==> src/sv/bf3_pkg.sv <==
// ----------------------------------------------------------------------------
// bf3_pkg
// Shared constants and types of the 3x3 rgb box filter.
// ----------------------------------------------------------------------------
package bf3_pkg;

  localparam int MAX_WIDTH = 4096;
  localparam int DIM_LIMIT = 4096;
  localparam int MEM_DEPTH = (MAX_WIDTH < DIM_LIMIT) ? MAX_WIDTH : DIM_LIMIT;
  localparam int ADDR_W    = $clog2(MEM_DEPTH);

  localparam int PIX_W   = 24;
  localparam int CHAN_W  = 8;
  localparam int COORD_W = 12;
  localparam int DIM_W   = 13;
  localparam int SUM_W   = 12;

  localparam logic [DIM_W-1:0] DIM_MIN      = 13'd3;
  localparam logic [DIM_W-1:0] WIDTH_LIMIT  = DIM_W'(MEM_DEPTH);
  localparam logic [DIM_W-1:0] HEIGHT_LIMIT = DIM_W'(DIM_LIMIT);
  localparam logic [DIM_W-1:0] RESET_WIDTH  = 13'd640;
  localparam logic [DIM_W-1:0] RESET_HEIGHT = 13'd480;

  // register index taken from paddr[2]
  localparam logic REG_FRAME_WIDTH  = 1'b0;
  localparam logic REG_FRAME_HEIGHT = 1'b1;

  localparam int QDEPTH = 4;
  localparam int QPTR_W = $clog2(QDEPTH);
  localparam int QCNT_W = $clog2(QDEPTH + 1);

  typedef struct packed {
    logic [COORD_W-1:0] w_last;
    logic [COORD_W-1:0] h_last;
  } bf3_dims_t;

  typedef struct packed {
    logic [SUM_W-1:0]   sum_red;
    logic [SUM_W-1:0]   sum_green;
    logic [SUM_W-1:0]   sum_blue;
    logic [COORD_W-1:0] col;
    logic [COORD_W-1:0] row;
    logic               done;
  } bf3_job_t;

  typedef struct packed {
    logic              empty;
    logic [QCNT_W-1:0] count;
  } bf3_qstat_t;

endpackage

==> src/sv/bf3_back.sv <==
// ----------------------------------------------------------------------------
// bf3_back
// Divides the nine-pixel sums by nine and holds results for the consumer.
// ----------------------------------------------------------------------------
module bf3_back (
  input  logic                          clk,
  input  logic                          rst,
  input  bf3_pkg::bf3_job_t             head,
  input  bf3_pkg::bf3_qstat_t           qstat,
  output logic                          qpop,
  output logic                          empty,
  input  logic                          pop,
  output logic [bf3_pkg::CHAN_W-1:0]    mean_red,
  output logic [bf3_pkg::CHAN_W-1:0]    mean_green,
  output logic [bf3_pkg::CHAN_W-1:0]    mean_blue,
  output logic [bf3_pkg::COORD_W-1:0]   centre_column,
  output logic [bf3_pkg::COORD_W-1:0]   centre_row,
  output logic                          frame_done
);

  localparam int CW = bf3_pkg::CHAN_W;
  localparam int KW = bf3_pkg::COORD_W;
  localparam int SW = bf3_pkg::SUM_W;
  localparam int PROD_W = 2 * SW;
  // floor(s/9) == (s * 3641) >> 15 for every nine-pixel sum
  localparam logic [SW-1:0] RECIP_9 = 12'd3641;
  localparam int RECIP_SHIFT = 15;

  typedef struct packed {
    logic [CW-1:0] red;
    logic [CW-1:0] green;
    logic [CW-1:0] blue;
    logic [KW-1:0] col;
    logic [KW-1:0] row;
    logic          done;
  } res_t;

  bf3_pkg::bf3_job_t sums;
  logic              sums_valid;
  logic              sums_load;

  res_t       out_buf [2];
  logic       out_wr_ptr;
  logic       out_rd_ptr;
  logic [1:0] out_count;
  logic       out_pop;
  logic       out_wr;
  res_t       res;

  function automatic logic [CW-1:0] div9(input logic [SW-1:0] s);
    logic [PROD_W-1:0] p;
    p = PROD_W'(s) * PROD_W'(RECIP_9);
    return p[RECIP_SHIFT+CW-1:RECIP_SHIFT];
  endfunction

  assign out_pop   = pop && !empty;
  assign out_wr    = sums_valid && ((out_count != 2'd2) || out_pop);
  assign sums_load = !sums_valid || out_wr;
  assign qpop      = !qstat.empty && sums_load;

  always_ff @(posedge clk) begin
    if (rst) begin
      sums_valid <= 1'b0;
      out_wr_ptr <= 1'b0;
      out_rd_ptr <= 1'b0;
      out_count  <= '0;
    end else begin
      if (sums_load) begin
        sums_valid <= qpop;
      end
      if (out_wr) begin
        out_wr_ptr <= !out_wr_ptr;
      end
      if (out_pop) begin
        out_rd_ptr <= !out_rd_ptr;
      end
      priority if (out_wr && !out_pop) begin
        out_count <= out_count + 1'b1;
      end else if (out_pop && !out_wr) begin
        out_count <= out_count - 1'b1;
      end
    end
  end

  always_ff @(posedge clk) begin
    if (qpop) begin
      sums <= head;
    end
    if (out_wr) begin
      out_buf[out_wr_ptr] <= res;
    end
  end

  assign res.red   = div9(sums.sum_red);
  assign res.green = div9(sums.sum_green);
  assign res.blue  = div9(sums.sum_blue);
  assign res.col   = sums.col;
  assign res.row   = sums.row;
  assign res.done  = sums.done;

  assign empty         = (out_count == '0);
  assign mean_red      = out_buf[out_rd_ptr].red;
  assign mean_green    = out_buf[out_rd_ptr].green;
  assign mean_blue     = out_buf[out_rd_ptr].blue;
  assign centre_column = out_buf[out_rd_ptr].col;
  assign centre_row    = out_buf[out_rd_ptr].row;
  assign frame_done    = out_buf[out_rd_ptr].done;

endmodule
==> config.mk <==
export PLATFORM = sky130hd
export DESIGN_NAME = bf3_back
export DESIGN_NICKNAME = d
export VERILOG_FILES = /design/src/sv/bf3_pkg.sv /design/src/sv/bf3_back.sv
export SDC_FILE = /design/constraint.sdc
export NUM_CORES = 1
export LEC_CHECK = 0
export BUFFER_PORTS_ARGS = -buffer_cell sky130_fd_sc_hd__buf_2
export CORE_MARGIN = 1
export CORE_UTILIZATION = 65
export CTS_BUF_LIST = sky130_fd_sc_hd__clkbuf_16
export DETAILED_ROUTE_END_ITERATION = 10
export GPL_TIMING_DRIVEN = 0
export PLACE_DENSITY = 0.88
export SETUP_SLACK_MARGIN = 0.02
export SYNTH_ARGS = -nofsm -noshare
export SYNTH_HDL_FRONTEND = slang
export SYNTH_SLANG_ARGS = --single-unit
==> constraint.sdc <==
create_clock -name clk -period 7.1 [get_ports clk]
set_clock_uncertainty 0.05 [all_clocks]
set_input_delay 0.71 -clock clk [delete_from_list [all_inputs] [get_ports clk]]
set_output_delay 0.71 -clock clk [all_outputs]
set_load 0.02 [all_outputs]
==> out/qor_table.md <==
| Metric | Reported | Unit |
|:---|:---|:---|
| Final critical-path share of the clock period | 73.3 | % |
| CTS clk-pin slew, worst paths | 0.07 | ns |
| I/O pins | 119 | - |
| CTS tree | yes | - |
| Fraction of layout cells with a size suffix above 1 | 20.4 | % |
| Clock share of power | 15.7 | % |
| Distinct cell type count of the synthesized netlist | 48 | - |
| Standard cell with the maximum stage delay on the critical path | sky130_fd_sc_hd__fa_1 | - |
| Iteration count of the initial detailed-routing pass | 5 | - |
| Cell taking the most area after synthesis | sky130_fd_sc_hd__edfxtp_1 | - |
| Worst hold path cell count | 1 | - |
| Dominant combinational cell family by area after synthesis | adder cells | - |
| Initial core utilization | 67.5 | % |
| Library cell with the highest instance count after synthesis | sky130_fd_sc_hd__ha_1 | - |
| Summed area of non-filler cells in the final layout | 13400 | µm² |
| TritonCTS Sinks | 165 | - |
| Pre-CTS WS | 1.94 | ns |
| Global-route total usage across every layer | 26.2 | % |
| Wire length of the first global-routing pass | 36300 | µm |
| Core Region | 17500 | µm² |
| Number of maximum-capacitance violations | 0 | - |
| Synth Instances | 903 | - |
| Setup TNS Final | 0 | ns |
| Post-synthesis async set-or-reset flop share | 0 | % |
| Overall die area | 18800 | µm² |
| Number of buffers inserted during clock tree synthesis | 17 | - |
| HPWL Detailed | 17700 | µm |
| Overall die width | 137 | µm |
| Height of the die | 137 | µm |
| Logic gate share of total power | 59.3 | % |
| Relative contribution of sequential cells to total power | 25.0 | % |
| Type of element capturing the critical path | flop | - |
| FP Rows | 48 | - |
| Clock latency on the worst-skew pair | 0.44 | ns |
| Static Leakage | 0.00634 | µW |
| Unrepaired setup endpoints after global routing | false | - |
| Final setup margin | 1.89 | ns |
| Resize count post-CTS | 0 | - |
| Slew at the pin closest to its max-slew limit | 0.722 | ns |
| Remaining number of nets flagged by the antenna check after routing | 0 | - |
| Max Buffers Root-to-Sink | 2 | - |
| Max-Slew Margin vs Limit | 51.8 | % |
| Synthesized-area fraction occupied by and/or/nand/nor cells | 3.02 | % |
| Max VDD drop | 0.000318 | V |
| Placement-stage cell area | 12800 | µm² |
| Reg-to-Reg Start | sums[56] | - |
| Endpoint required time on the critical path | 7.22 | ns |
| Startpoint Class | flop | - |
| Switching power | 2560 | µW |
| Compound-Gate Fraction of Synth Area | 5.53 | % |
| Ys Warns | 0 | - |
| Mean instance size in the synthesized netlist | 13.1 | µm² |
| Xor/xnor share of the synthesized area | 3.11 | % |
| Worst R2R End | out_buf[1][48] | - |
| Ordered list of cells on the worst path | fa_1, ha_1, inv_1, fa_1, inv_1, fa_1, inv_1, fa_1, inv_1, ha_1, nand4_1, o21ai_0, a2111oi_4, o31ai_2, a221oi_2, xnor2_1 | - |
| Logic depth of the worst register-to-register path | 16 | - |
| CP Max Fanout | 4 | - |
| Netlist Area Pre-Place | 11800 | µm² |
| Synthesized flop and latch total | 165 | - |
| Number of nets produced by synthesis | 1259 | - |
| Aggregate global routing overflow | 0 | - |
| Buffer type at the clock tree root | sky130_fd_sc_hd__clkbuf_16 | - |
| Power per cell area | 444 | nW/µm² |
| Critical path's top delay family | adder cells | - |
| Gp weighted congestion | 0.874 | - |
| Register area | 4890 | µm² |
| Drt drc | 0 | - |
| Total number of vias | 7122 | - |
| Worst Hold End | sums[54] | - |
| Number of buffers inserted by port buffering | 115 | - |
| Total buffers and inverters traversed by the critical path | 4 | - |
| Slowest Stage Delay on Critical Path | 0.54 | ns |
| Synthesized-area fraction occupied by adder cells | 36.0 | % |
| Antenna violations before repair | 1 | - |
| R2R setup slack | 1.89 | ns |
| Class of the worst hold path | input pin to flop | - |
| Timing-limited maximum frequency | 192 | MHz |
| Number of nets in the finished design | 1397 | - |
| DR vias/cell | 5.56 | - |
| Internal power of the cells | 3390 | µW |
| Filler cell count | 1074 | - |
| Largest net degree at the start of global routing | 31 | - |
| Final Setup Violations | 0 | - |
| Total wire length after detailed routing | 22800 | µm |
| Number of endpoints with negative hold slack in the final report | 0 | - |
| Count of H-tree levels built during CTS | 4 | - |
| Arrival time at the worst endpoint | 5.33 | ns |
| Number of enable flip-flop cells after synthesis | 159 | - |
| Area of the multi-input gates | 6220 | µm² |
| Number of design-rule violations left by the first detailed-router iteration | 455 | - |
| Post-synth top area share | 40.3 | % |
| Max Slew Vio Count | 0 | - |
| Number of global-route vias before repair | 7552 | - |
| Proportion of synthesized chip area in sequential cells | 41.4 | % |
| Status | complete, no violations | - |
| Beginning of the worst hold path | head[54] | - |
| Count of hold buffers inserted by post-cts repair | 0 | - |
| Multiplexer share of the synthesized area | 4.75 | % |
| Post-CTS setup repair buffer count | 0 | - |
| Wire length per cell after detailed routing | 17.8 | µm |
| Dominant synthesized flop cell | sky130_fd_sc_hd__edfxtp_1 | - |
| Setup Crit Path Kind | flop to flop | - |
| Switching share of power | 43.0 | % |
| Final min period | 5.21 | ns |
| Layout area overhead | 13.3 | % |
| Leading cell types by total area after synthesis | sky130_fd_sc_hd__edfxtp_1, sky130_fd_sc_hd__ha_1, sky130_fd_sc_hd__fa_1 | - |
| Top post-synthesis cells by count | sky130_fd_sc_hd__ha_1, sky130_fd_sc_hd__inv_1, sky130_fd_sc_hd__edfxtp_1, sky130_fd_sc_hd__fa_1, sky130_fd_sc_hd__mux2_2 | - |
-- cell type report --
cell class | instances | share of cell area (%)
Sequential cell | 165 | 36.5
Buffer | 6 | 0.168
Inverter | 192 | 5.37
Timing Repair Buffer | 119 | 5.00
Clock inverter | 15 | 1.32
Antenna cell | 1 | 0.0187
Tap cell | 225 | 2.10
Multi-Input combinational cell | 540 | 46.4
Clock buffer | 17 | 3.17
-- layout by cell type (no fill, tap or decap), types with 3 or more instances in the layout --
cell type | Yosys | layout
sky130_fd_sc_hd__buf_1 | 4 | 4
sky130_fd_sc_hd__nor2b_1 | 7 | 6
sky130_fd_sc_hd__a221oi_1 | 5 | 5
sky130_fd_sc_hd__nand3_1 | 4 | 4
sky130_fd_sc_hd__a211oi_1 | 3 | 3
sky130_fd_sc_hd__o211ai_1 | 3 | 3
sky130_fd_sc_hd__o21bai_1 | 4 | 4
sky130_fd_sc_hd__buf_2 | 0 | 115
sky130_fd_sc_hd__fa_1 | 87 | 87
sky130_fd_sc_hd__edfxtp_1 | 159 | 159
sky130_fd_sc_hd__ha_1 | 201 | 201
sky130_fd_sc_hd__clkbuf_16 | 0 | 17
sky130_fd_sc_hd__a21o_1 | 16 | 16
sky130_fd_sc_hd__inv_8 | 0 | 6
sky130_fd_sc_hd__nor2_1 | 16 | 16
sky130_fd_sc_hd__xnor2_1 | 28 | 28
sky130_fd_sc_hd__o21a_1 | 3 | 3
sky130_fd_sc_hd__a31o_2 | 4 | 4
sky130_fd_sc_hd__clkinv_8 | 0 | 4
sky130_fd_sc_hd__nand2_1 | 15 | 15
sky130_fd_sc_hd__a21oi_1 | 23 | 22
sky130_fd_sc_hd__a31oi_1 | 3 | 3
sky130_fd_sc_hd__mux2_2 | 49 | 49
sky130_fd_sc_hd__inv_1 | 192 | 192
sky130_fd_sc_hd__dfxtp_1 | 6 | 6
sky130_fd_sc_hd__o21ai_0 | 12 | 12
sky130_fd_sc_hd__nand4_1 | 6 | 6
sky130_fd_sc_hd__and3_1 | 7 | 7
sky130_fd_sc_hd__xor2_1 | 14 | 14
sky130_fd_sc_hd__nor3_1 | 4 | 4
-- routing by layer --
metal | vias up | share of wire, % | track usage, %
li1 | 3394 | - | -
met1 | 3511 | 41 | 30.7
met2 | 185 | 54 | 48.6
met5 | - | 0 | 0
met4 | 0 | 1.3 | 8.36
met3 | 32 | 3.5 | 4.19
-- worst max-delay path by stage --
stage               startpoint              to  cells past startpoint
CTS                   sums[56]  out_buf[0][48]                     16
floorplan                  pop            qpop                      2
global route          sums[56]  out_buf[1][46]                     16
detailed placement    sums[56]  out_buf[1][48]                     16
global placement           pop            qpop                      4
finish                sums[56]  out_buf[1][48]                     16
-- kinds of logic (layout without fill, tap and decap cells) --
family | Yosys count | count (layout)
adder cells (fa/ha/maj) | 288 | 288
buffers and inverters | 198 | 349
flip-flops | 165 | 165
AO/OA/AOI/OAI | 90 | 90
AND/OR/NAND/NOR | 70 | 70
multiplexers | 50 | 50
XOR/XNOR | 42 | 42
other | 0 | 1
-- state kept, by name, summed over array words and instances, names as in the netlist, named ones only --
name	count
out_buf	98
sums	36
res	25
out_count	2
out_rd_ptr	1
out_wr_ptr	1
sums_valid	1
-- per-stage QoR --
step	total power [µW]	hold WS, ns	utilization (%)	instances
5_1_grt	6430	0.378	76.5	1280
2_1_floorplan	4110	0.371	-	903
3_3_place_gp	4760	0.372	72.4	1243
3_5_place_dp	4970	0.385	73.0	1247
4_1_cts	5950	0.379	76.5	1279
6_report	5950	0.393	76.5	1280
-- power by group through the flow --
stage	Sequential, µW	Clock, µW	Combinational [µW]
after floorplan	1490	0	2620
after global placement	1500	0	3250
after detailed placement	1510	0	3460
after global routing	1500	977	3950
after CTS	1490	941	3510
final	1490	933	3530
No activity file was read; power rests on OpenSTA's default activity.
