$ cat config.mk
export PLATFORM = sky130hd
export DESIGN_NAME = bf3_queue
export DESIGN_NICKNAME = d
export VERILOG_FILES = /design/src/sv/bf3_pkg.sv /design/src/sv/bf3_queue.sv
export SDC_FILE = /design/constraint.sdc
export NUM_CORES = 1
export LEC_CHECK = 0
export BUFFER_PORTS_ARGS = -buffer_cell sky130_fd_sc_hd__buf_2
export CORE_UTILIZATION = 57
export DETAILED_ROUTE_END_ITERATION = 6
export PLACE_DENSITY = 0.79
export SLEW_MARGIN = 10
export SYNTH_ARGS = -nofsm -noshare
export SYNTH_HDL_FRONTEND = slang
export SYNTH_SLANG_ARGS = --single-unit
$ cat constraint.sdc
create_clock -name clk -period 2.8 [get_ports clk]
set_clock_uncertainty 0.15 [all_clocks]
set_input_delay 0.42 -clock clk [delete_from_list [all_inputs] [get_ports clk]]
set_output_delay 0.42 -clock clk [all_outputs]
set_load 0.02 [all_outputs]
$ cat src/sv/bf3_pkg.sv
// ----------------------------------------------------------------------------
// bf3_pkg
// Shared constants and types of the 3x3 rgb box filter.
// ----------------------------------------------------------------------------
package bf3_pkg;

  localparam int MAX_WIDTH = 4096;
  localparam int DIM_LIMIT = 4096;
  localparam int MEM_DEPTH = (MAX_WIDTH < DIM_LIMIT) ? MAX_WIDTH : DIM_LIMIT;
  localparam int ADDR_W    = $clog2(MEM_DEPTH);

  localparam int PIX_W   = 24;
  localparam int CHAN_W  = 8;
  localparam int COORD_W = 12;
  localparam int DIM_W   = 13;
  localparam int SUM_W   = 12;

  localparam logic [DIM_W-1:0] DIM_MIN      = 13'd3;
  localparam logic [DIM_W-1:0] WIDTH_LIMIT  = DIM_W'(MEM_DEPTH);
  localparam logic [DIM_W-1:0] HEIGHT_LIMIT = DIM_W'(DIM_LIMIT);
  localparam logic [DIM_W-1:0] RESET_WIDTH  = 13'd640;
  localparam logic [DIM_W-1:0] RESET_HEIGHT = 13'd480;

  // register index taken from paddr[2]
  localparam logic REG_FRAME_WIDTH  = 1'b0;
  localparam logic REG_FRAME_HEIGHT = 1'b1;

  localparam int QDEPTH = 4;
  localparam int QPTR_W = $clog2(QDEPTH);
  localparam int QCNT_W = $clog2(QDEPTH + 1);

  typedef struct packed {
    logic [COORD_W-1:0] w_last;
    logic [COORD_W-1:0] h_last;
  } bf3_dims_t;

  typedef struct packed {
    logic [SUM_W-1:0]   sum_red;
    logic [SUM_W-1:0]   sum_green;
    logic [SUM_W-1:0]   sum_blue;
    logic [COORD_W-1:0] col;
    logic [COORD_W-1:0] row;
    logic               done;
  } bf3_job_t;

  typedef struct packed {
    logic              empty;
    logic [QCNT_W-1:0] count;
  } bf3_qstat_t;

endpackage

$ cat src/sv/bf3_queue.sv
// ----------------------------------------------------------------------------
// bf3_queue
// Short queue of window sums between the front and the back.
// ----------------------------------------------------------------------------
module bf3_queue (
  input  logic                clk,
  input  logic                rst,
  input  logic                push,
  input  bf3_pkg::bf3_job_t   push_data,
  input  logic                pop,
  output bf3_pkg::bf3_job_t   head,
  output bf3_pkg::bf3_qstat_t stat
);

  bf3_pkg::bf3_job_t                entries [bf3_pkg::QDEPTH];
  logic [bf3_pkg::QPTR_W-1:0]       wr_ptr;
  logic [bf3_pkg::QPTR_W-1:0]       rd_ptr;
  logic [bf3_pkg::QCNT_W-1:0]       count;

  function automatic logic [bf3_pkg::QPTR_W-1:0] ptr_inc(
    input logic [bf3_pkg::QPTR_W-1:0] p
  );
    if (p == bf3_pkg::QPTR_W'(bf3_pkg::QDEPTH - 1)) begin
      return '0;
    end
    return p + 1'b1;
  endfunction

  always_ff @(posedge clk) begin
    if (push) begin
      entries[wr_ptr] <= push_data;
    end
  end

  always_ff @(posedge clk) begin
    if (rst) begin
      wr_ptr <= '0;
      rd_ptr <= '0;
      count  <= '0;
    end else begin
      if (push) begin
        wr_ptr <= ptr_inc(wr_ptr);
      end
      if (pop) begin
        rd_ptr <= ptr_inc(rd_ptr);
      end
      priority if (push && !pop) begin
        count <= count + 1'b1;
      end else if (pop && !push) begin
        count <= count - 1'b1;
      end
    end
  end

  assign head       = entries[rd_ptr];
  assign stat.empty = (count == '0);
  assign stat.count = count;

endmodule

==> results of run 1 <==
[final cells by class]
| cell class | count | share of cell area |
|---|---|---|
| clock buffers | 29 | 0.0554 |
| clock inverters | 14 | 0.00758 |
| inverters | 4 | 0.00130 |
| multi-input cells | 91 | 0.141 |
| flip-flops and latches | 253 | 0.650 |
| well taps | 216 | 0.0234 |
| repair buffers | 201 | 0.122 |
[final timing paths]
check / start / endpoint
worst max-delay path: register / head[54]
worst min-delay path: push_data[27] / entries[3][27]
worst max register to register: wr_ptr[0] / entries[3][21]
worst min register to register: count[2] / count[2]
[through the flow]
stage          cells  hold slack (ns)  instance area (sq um)  utilization
6_report         808           0.0130                  11600        0.728
5_1_grt          808          0.00357                  11600        0.728
4_1_cts          808         0.000338                  11600        0.728
3_5_place_dp     707            0.350                  10300        0.645
3_3_place_gp     707            0.337                  10300        0.645
2_1_floorplan    362            0.339                   9300            -
[placed cells by master (no fill, tap or decap), drive strengths merged]
master / instances
edfxtp: 244
buf: 143
mux4: 61
dlygate4sd3: 58
clkbuf: 29
clkinv: 13
dfxtp: 9
nor2: 7
ha: 6
inv: 4
and2: 4
mux2i: 4
xor2: 2
a21oi: 2
nor3: 1
nor3b: 1
o21ai: 1
or3: 1
fa: 1
bufinv: 1
[cell usage after synthesis]
cell and instances:
ha_1 6, nor3b_1 1, buf_12 6, o21ai_0 1, a21oi_1 2, buf_2 6
buf_1 1, mux4_2 60, mux4_1 1, xor2_1 2, mux2i_1 4, nor3_1 1
and2_1 4, dfxtp_1 9, inv_1 4, edfxtp_1 244, fa_1 1, buf_6 1
or3_1 1, nor2_1 7
[cells by family (layout without fill, tap and decap cells)]
family	count (synthesis)	in the layout	share of synthesized area
adder cells (fa/ha/maj)	7	7	0.0102
multiplexers	65	65	0.152
XOR/XNOR	2	2	0.00188
AND/OR/NAND/NOR	14	14	0.00753
AO/OA/AOI/OAI	3	3	0.00161
flip-flops	253	253	0.807
buffers and inverters	18	248	0.0194
[worst max-delay path, cell delays in order, from the launching register on]
cell and delay, ns:
dfxtp_4 0.53, buf_12 0.23, mux4_1 0.58, buf_2 0.19
[sequential cells by signal, indices dropped and copies added (netlist names), named ones only]
name     cells
count        3
rd_ptr       2
wr_ptr       2
entries    244
[power breakdown]
part           switching (uW)  internal (uW)  leakage [uW]
Combinational             481            393       0.00132
Sequential               67.8           4330       0.00232
Clock                    1280           1710      0.000357
[per-layer routing]
metal,up-vias,share of wire,global-route usage
met5,-,0,0
met4,0,0.016,0.0561
met3,22,0.051,0.0385
met2,142,0.53,0.369
met1,2308,0.41,0.271
li1,1974,-,-
==> impl_metrics.json, run 1 <==
{
  "drive_above_1_share": 0.404,
  "rrSetupSlack_ns": 0.89,
  "ys_types": 20,
  "worst_hold_path.num_cells": 1,
  "rows": 46,
  "worstSetupPathType": "reg -> out",
  "status": "completed",
  "critPathCaptureType": "output port",
  "arrival_ns": 2.04,
  "syn2layout_area_growth_pct": 24.3,
  "finalSetupTns_ns": 0,
  "numPortBuffers": 129,
  "clk_latency_ns": 0.50,
  "syn_inst": 362,
  "power_density_nw_per_um2": 715,
  "dieArea_sq_um": 16800,
  "finalCritPeriodShare": 0.931,
  "worstMarginPinSlew_ns": 0.650,
  "wirelength_microns": 16700,
  "numCtsBuffers": 24,
  "start_util": 0.586,
  "cts_resized": 0,
  "ctsHoldBuffers": 58,
  "wire_per_inst_microns": 20.6,
  "grt_use_total": 0.209,
  "cp_data_required_time_ns": 2.23,
  "cts_tree": "yes",
  "cts_setup_buffers": 0,
  "io-pin-count": 130,
  "path_clk_slew_ns": 0.06,
  "first_global_vias": 4782,
  "vias": 4446,
  "start_kind": "register",
  "setup_viol": 0,
  "htree_levels": 1,
  "dp_slack_ns": 0.705,
  "core-area_sq_um": 15900,
  "vias_per_cell": 5.50,
  "diodes": 0,
  "ys_seq_area_frac": 0.807,
  "grt-ovfl-total": 0,
  "drc": 0,
  "ys_ff_latch": 253,
  "cap_violations": 0,
  "r2r_cells": 3,
  "drtIter0Drc": 346,
  "hold_viol_final": 0,
  "power.leakage_uw": 0.00400,
  "num-nets-final": 647,
  "rsz0062_at_grt": "false",
  "cts_root_buffer": "clkbuf_16",
  "period_minus_slack_ns": 2.61,
  "max_slew_margin": 0.567,
  "clock_path_buffers": 3,
  "dp_hpwl_microns": 9870,
  "finalMaxSlewViolations": 0,
  "yosysWarnings": 0,
  "fillers": 958,
  "power_uw": 8260,
  "routabilityCongestion": 0.683,
  "timing.fmax_ghz": 0.384,
  "max-vdd-ir-drop_uv": 544,
  "die_width_microns": 130,
  "multi_input_area_sq_um": 1630,
  "regArea_sq_um": 7510,
  "postSynthAreaPerCell_sq_um": 25.7,
  "dieHeight_microns": 130,
  "syn_nets": 434,
  "syn_area_sq_um": 9300,
  "synth_area_leaders": "edfxtp_1 (79%), mux4_2 (15%), dfxtp_1 (1.9%)",
  "grt_max_degree": 40,
  "drt.antenna.violating_nets": 0,
  "cts.sinks": 253,
  "hp-class": "in -> reg",
  "drtPass1Iterations": 5,
  "path_max_fanout": 18,
  "yosys.area.top_type": "edfxtp_1",
  "setup_ws_ns": 0.193,
  "antenna_found_initial": 0,
  "grt_pass1_wl_microns": 25900,
  "synth_top_area_share": 0.788
}
(Power assumes the default switching activity.)
==> inputs of run 2 (changes only) <==
--- a/config.mk
+++ b/config.mk
@@ -5,6 +5,7 @@
 export SDC_FILE = /design/constraint.sdc
 export NUM_CORES = 1
 export LEC_CHECK = 0
+export ABC_AREA = 1
 export BUFFER_PORTS_ARGS = -buffer_cell sky130_fd_sc_hd__buf_2
 export CORE_UTILIZATION = 57
 export DETAILED_ROUTE_END_ITERATION = 6
==> run 2 against run 1 <==
Effect of this change:
- sequential power barely moved
- die area rose by 8.1%
- critical path depth rose by 2
- combinational power rose by 26%
- worst setup slack improved by 0.0056 ns
- non-clock buffer count rose by 4
- synthesized cell count rose by 79%
- worst hold slack improved by 0.071 ns
- cell area rose by 6.5%
- largest power group unchanged
==> impl_metrics.json, run 2 <==
{
  "finalCritPeriodShare": 0.929,
  "layout.cells.most_common": "edfxtp_1",
  "drive_above_1_share": 0.310,
  "fillers": 1122,
  "final_cell_mix": "edfxtp_1 (244), buf_2 (129), o21ai_0 (95), nor2_1 (90), dlygate4sd3_1 (62)",
  "drtPass1Iterations": 5,
  "path_max_fanout": 36,
  "synthFlopType": "edfxtp_1",
  "regMostFlops": "entries",
  "dp_cells": 977,
  "rows": 48,
  "placedInstanceArea_sq_um": 10900,
  "wirelength_microns": 20200,
  "grt_pass1_wl_microns": 31400,
  "ys_seq_area_frac": 0.746,
  "syn_inst": 647,
  "power_uw": 8560,
  "drc": 0,
  "max_slew_margin": 0.647,
  "clk_latency_ns": 0.50,
  "ys_types": 25,
  "async_reset_ff_frac": 0,
  "wire_per_inst_microns": 18.7,
  "grt_use_total": 0.224,
  "grt-ovfl-total": 0,
  "period_minus_slack_ns": 2.60,
  "status": "completed",
  "numPortBuffers": 129,
  "antenna_found_initial": 0,
  "start_util": 0.582,
  "dp_hpwl_microns": 11300,
  "power.leakage_uw": 0.00436,
  "cts_root_buffer": "clkbuf_16",
  "max-vdd-ir-drop_uv": 609,
  "cts.sinks": 253,
  "finalSetupTns_ns": 0,
  "routabilityCongestion": 0.746,
  "finalMaxSlewViolations": 0,
  "io-pin-count": 130,
  "setup_viol": 0,
  "diodes": 0,
  "cp_data_required_time_ns": 2.23,
  "numCtsBuffers": 25,
  "synth_area_leaders": "edfxtp_1 (73%), o22ai_2 (5.0%), o21ai_0 (4.7%)",
  "top_regs": "entries (244), count (3)",
  "htree_levels": 1,
  "yosysWarnings": 0,
  "cts_setup_buffers": 0,
  "clock_path_buffers": 3,
  "hold_viol_final": 0,
  "fin_util": 0.712,
  "drt.antenna.violating_nets": 0,
  "path_clk_slew_ns": 0.06,
  "synth_top_area_share": 0.728,
  "dieArea_sq_um": 18200,
  "synth.most_common_cell": "edfxtp_1",
  "cts_tree": "yes",
  "final_cells": 1083,
  "rsz0062_at_grt": "false",
  "synth-edff-count": 244,
  "worstSetupPathType": "reg -> out",
  "syn2layout_area_growth_pct": 22.3,
  "power_density_nw_per_um2": 695,
  "first_global_vias": 6314,
  "crit_slowest_cell": "dfxtp_4",
  "yosys.area.top_type": "edfxtp_1",
  "start_kind": "register",
  "postSynthAreaPerCell_sq_um": 15.6,
  "worstMarginPinSlew_ns": 0.529,
  "vias": 6022,
  "worstPathCellList": "inv_6 > buf_4 > o21ai_1 > o22ai_1 > buf_2",
  "dieHeight_microns": 135,
  "num-nets-final": 913,
  "cap_violations": 0,
  "arrival_ns": 2.03,
  "grt_max_degree": 123,
  "vias_per_cell": 5.56,
  "syn_nets": 719,
  "synth_commonest_cells": "edfxtp_1 (244), o21ai_0 (95), nor2_1 (90)",
  "path_delay_family": "buffers and inverters",
  "max_stage_delay_ns": 0.36,
  "core-area_sq_um": 17300,
  "largest_register_ffs": 244,
  "syn_area_sq_um": 10100,
  "hp-class": "in -> reg",
  "ys_ff_latch": 253,
  "timing.fmax_ghz": 0.384,
  "stdcell_area_sq_um": 12300,
  "critPathBufInv": 3,
  "die_width_microns": 135,
  "drtIter0Drc": 378,
  "critPathCaptureType": "output port"
}
==> run 2: changes by cell type after synthesis, sizes merged, moves of 8 or more <==
| cell | delta |
|---|---|
| buf | +10 |
| clkbuf | +14 |
| inv | +12 |
| mux4 | -61 |
| nand2 | +8 |
| nor2 | +123 |
| o21ai | +124 |
| o22ai | +61 |
==> run 2: area by class of cell <==
| cell class | instances | area (sq um) | share of cell area |
|---|---|---|---|
| sequential | 253 | 7510 | 0.610 |
| multi-input combinational | 340 | 2220 | 0.180 |
| timing repair buffer | 205 | 1480 | 0.121 |
| clock buffer | 35 | 683 | 0.0555 |
| tap | 225 | 282 | 0.0229 |
| clock inverter | 9 | 70.1 | 0.00569 |
| inverter | 16 | 65.1 | 0.00528 |
==> run 2: worst paths after layout <==
kind         startpoint             end  slack, ns  cells past startpoint
min                 pop        register       0.08                      3
min reg2reg   rd_ptr[1]        register       0.38                      2
max reg2reg   wr_ptr[0]  entries[0][24]       1.04                      5
max            register        head[25]       0.20                      5
==> run 2: metal layers <==
metal	up-vias	GRT usage	routed length, microns
li1	2828	-	-
met4	0	0.0693	319
met2	186	0.398	10600
met5	-	0	0
met3	27	0.0454	1280
met1	2981	0.277	8020
==> run 2: kinds of logic (layout without fill, tap and decap cells) <==
group | Yosys count | in the layout | synth area share
AOI/OAI and AO/OA | 189 | 189 | 0.127
xor gates and xnor gates | 1 | 1 | 0.000870
adders and majority gates | 7 | 7 | 0.00945
buffers and inverters | 54 | 265 | 0.0338
DFF | 253 | 253 | 0.746
and+or+nand+nor | 143 | 143 | 0.0829
==> run 2: what timing repair did <==
action	4_1_cts	5_1_grt
hold buffers	62	0
endpoints found under the hold margin	246	0
gates resized for setup	0	0
endpoints found under the setup margin	0	0
==> run 2: where the power goes <==
group          internal, uW  switching [uW]  total, uW  leakage [uW]
Combinational           391             713       1100       0.00167
Clock                  1780            1290       3080      0.000371
Sequential             4320            48.6       4370       0.00232
==> run 2: through the flow <==
step	hold slack, ns	setup slack, ns
floorplan	0.340	0.458
finish	0.0841	0.199
detailed placement	0.382	0.736
global route	0.142	0.0797
global placement	0.349	0.795
CTS	0.0831	0.181
==> run 2: tightest hold or removal path: stages <==
cell and delay [ns]:
buf_2 0.08, o21ai_0 0.08, nor2_1 0.11
==> inputs of run 3 (changes only) <==
--- a/config.mk
+++ b/config.mk
@@ -7,6 +7,7 @@
 export LEC_CHECK = 0
 export ABC_AREA = 1
 export BUFFER_PORTS_ARGS = -buffer_cell sky130_fd_sc_hd__buf_2
+export CORE_ASPECT_RATIO = 1.1
 export CORE_UTILIZATION = 57
 export DETAILED_ROUTE_END_ITERATION = 6
 export PLACE_DENSITY = 0.79
==> run 3 against run 2 <==
Effect of this change:
- final cell count grew 1.1%
- worst hold slack gained 0.057 ns
- flip-flop and latch count did not move
- cell area is essentially flat
- highest routed layer unchanged
- sequential power about the same
- combinational power about the same
- critical path depth is the same
- sequential share of layout area hardly changed
==> impl_metrics.json, run 3 (same netlist as run 2, synthesis figures left out) <==
{
  "status": "completed",
  "clkPwrFrac": 0.358,
  "seqPwrFrac": 0.513,
  "critPathCaptureType": "output port",
  "dp_cells": 989,
  "drtIter0Drc": 565,
  "core-area_sq_um": 17100,
  "regMostFlops": "entries",
  "numPortBuffers": 129,
  "drtPass1Iterations": 4,
  "vias_per_cell": 5.55,
  "max_stage_delay_ns": 0.43,
  "antenna_found_initial": 1,
  "final_cells": 1095,
  "period_minus_slack_ns": 2.68,
  "clock_path_buffers": 3,
  "drive_above_1_share": 0.312,
  "routabilityCongestion": 0.756,
  "worstPathCellList": "inv_6 > buf_4 > nor2_1 > o22ai_1 > buf_2",
  "drt.antenna.violating_nets": 0,
  "io-pin-count": 130,
  "path_max_fanout": 55,
  "num-nets-final": 915,
  "dieHeight_microns": 141,
  "htree_levels": 1,
  "top_regs": "entries (244), count (3)",
  "cap_violations": 0,
  "power_density_nw_per_um2": 693,
  "cts.sinks": 253,
  "holdPathEnd": "wr_ptr[1]",
  "dp_hpwl_microns": 11600,
  "cts_setup_buffers": 0,
  "path_clk_slew_ns": 0.06,
  "rr_endpoint": "entries[1][31]",
  "grt-ovfl-total": 0,
  "grt_max_degree": 123,
  "numCtsBuffers": 24,
  "rsz0062_at_grt": "false",
  "grt_use_total": 0.228,
  "finalMaxSlewViolations": 0,
  "start_kind": "register",
  "worstSetupPathType": "reg -> out",
  "final_cell_mix": "edfxtp_1 (244), buf_2 (129), o21ai_0 (95), nor2_1 (90), dlygate4sd3_1 (62)",
  "drc": 0,
  "wirelength_microns": 20700,
  "hp-class": "in -> reg",
  "start_util": 0.587,
  "worstMarginPinSlew_ns": 0.605,
  "die_width_microns": 129,
  "grt_pass1_wl_microns": 32000,
  "r2r_cells": 5,
  "power.leakage_uw": 0.00436,
  "max-vdd-ir-drop_uv": 616,
  "timing.fmax_ghz": 0.373,
  "fillers": 1112,
  "layout.cells.most_common": "edfxtp_1",
  "cp_data_required_time_ns": 2.23,
  "worst_hold_path.num_cells": 3,
  "setup_viol": 0,
  "finalSetupTns_ns": 0,
  "max_slew_margin": 0.597,
  "syn2layout_area_growth_pct": 22.4,
  "cts_tree": "yes",
  "power.net_switching_uw": 2050,
  "switching_share": 0.240,
  "wire_per_inst_microns": 18.9,
  "hp-start": "push",
  "power_frac_comb": 0.129,
  "regToRegStartpoint": "wr_ptr[1]",
  "cts_root_buffer": "clkbuf_16",
  "clk_latency_ns": 0.50,
  "hold_viol_final": 0,
  "p_int_uw": 6490,
  "first_global_vias": 6257,
  "vias": 6072,
  "arrival_ns": 2.11,
  "rrSetupSlack_ns": 0.90,
  "dieArea_sq_um": 18200,
  "crit_slowest_cell": "inv_6",
  "largest_register_ffs": 244,
  "finalCritPeriodShare": 0.959,
  "rows": 50
}
run 3: cell count changes in the layout (fill, tap and decap cells not counted), sizes merged:
cell / previous run / this run
buf: 143 / 146
clkbuf: 35 / 36
clkinv: 7 / 6
diode: 0 / 1
inv: 17 / 16
run 3: area by class of cell:
class / count / area (sq um) / share of cell area
antenna: 1 / 2.50 / 0.000203
clock buffer: 36 / 687 / 0.0557
clock inverter: 7 / 57.6 / 0.00467
inverter: 16 / 65.1 / 0.00528
multi-input combinational: 340 / 2220 / 0.180
sequential: 253 / 7510 / 0.610
tap: 234 / 293 / 0.0238
timing repair buffer: 208 / 1490 / 0.121
run 3: power by group through the flow:
stage                     Clock [uW]  Combinational (uW)  Sequential (uW)
final                           3060                1100             4380
after global routing            3230                1190             4400
after CTS                       3100                1100             4380
after floorplan                    0                 673             4460
after global placement             0                 996             4450
after detailed placement           0                1030             4460
run 3: worst max path at each step:
| stage | slack [ns] | cells after the start | endpoint | start |
|---|---|---|---|---|
| after floorplan | 0.46 | 3 | entries[3][0] | wr_ptr[0] |
| after global placement | 0.64 | 5 | head[22] | register |
| after detailed placement | 0.57 | 5 | head[15] | register |
| after CTS | 0.03 | 5 | head[15] | register |
| after global routing | 0.02 | 5 | head[48] | register |
| final | 0.12 | 5 | head[34] | register |
run 3: per-stage QoR:
step	power, uW	hold WS, ns	cell area, sq um	setup slack (ns)	util
global placement	5450	0.353	10900	0.638	0.639
global route	8810	0.160	12300	0.0165	0.719
finish	8550	0.141	12300	0.116	0.719
CTS	8580	0.109	12300	0.0288	0.718
detailed placement	5490	0.383	10900	0.566	0.639
floorplan	5130	0.340	10100	0.458	-
run 3: timing repair:
item                                    CTS  global route
hold buffers                             62             0
endpoints found under the setup margin    0            32
gates resized for setup                   0             2
hold endpoints to repair                247             0
run 3: per-layer routing:
metal,part of all wire,global-route usage
met1,0.41,0.298
met2,0.52,0.395
met4,0.018,0.0743
met5,0,0
met3,0.059,0.0339
run 3: critical path, delay by kind of cell (launching register included):
kind / cells / cell delay, ns
buf+inv: 3 / 0.96
simple gates: 1 / 0.06
compound gates: 1 / 0.22
flops: 1 / 0.37
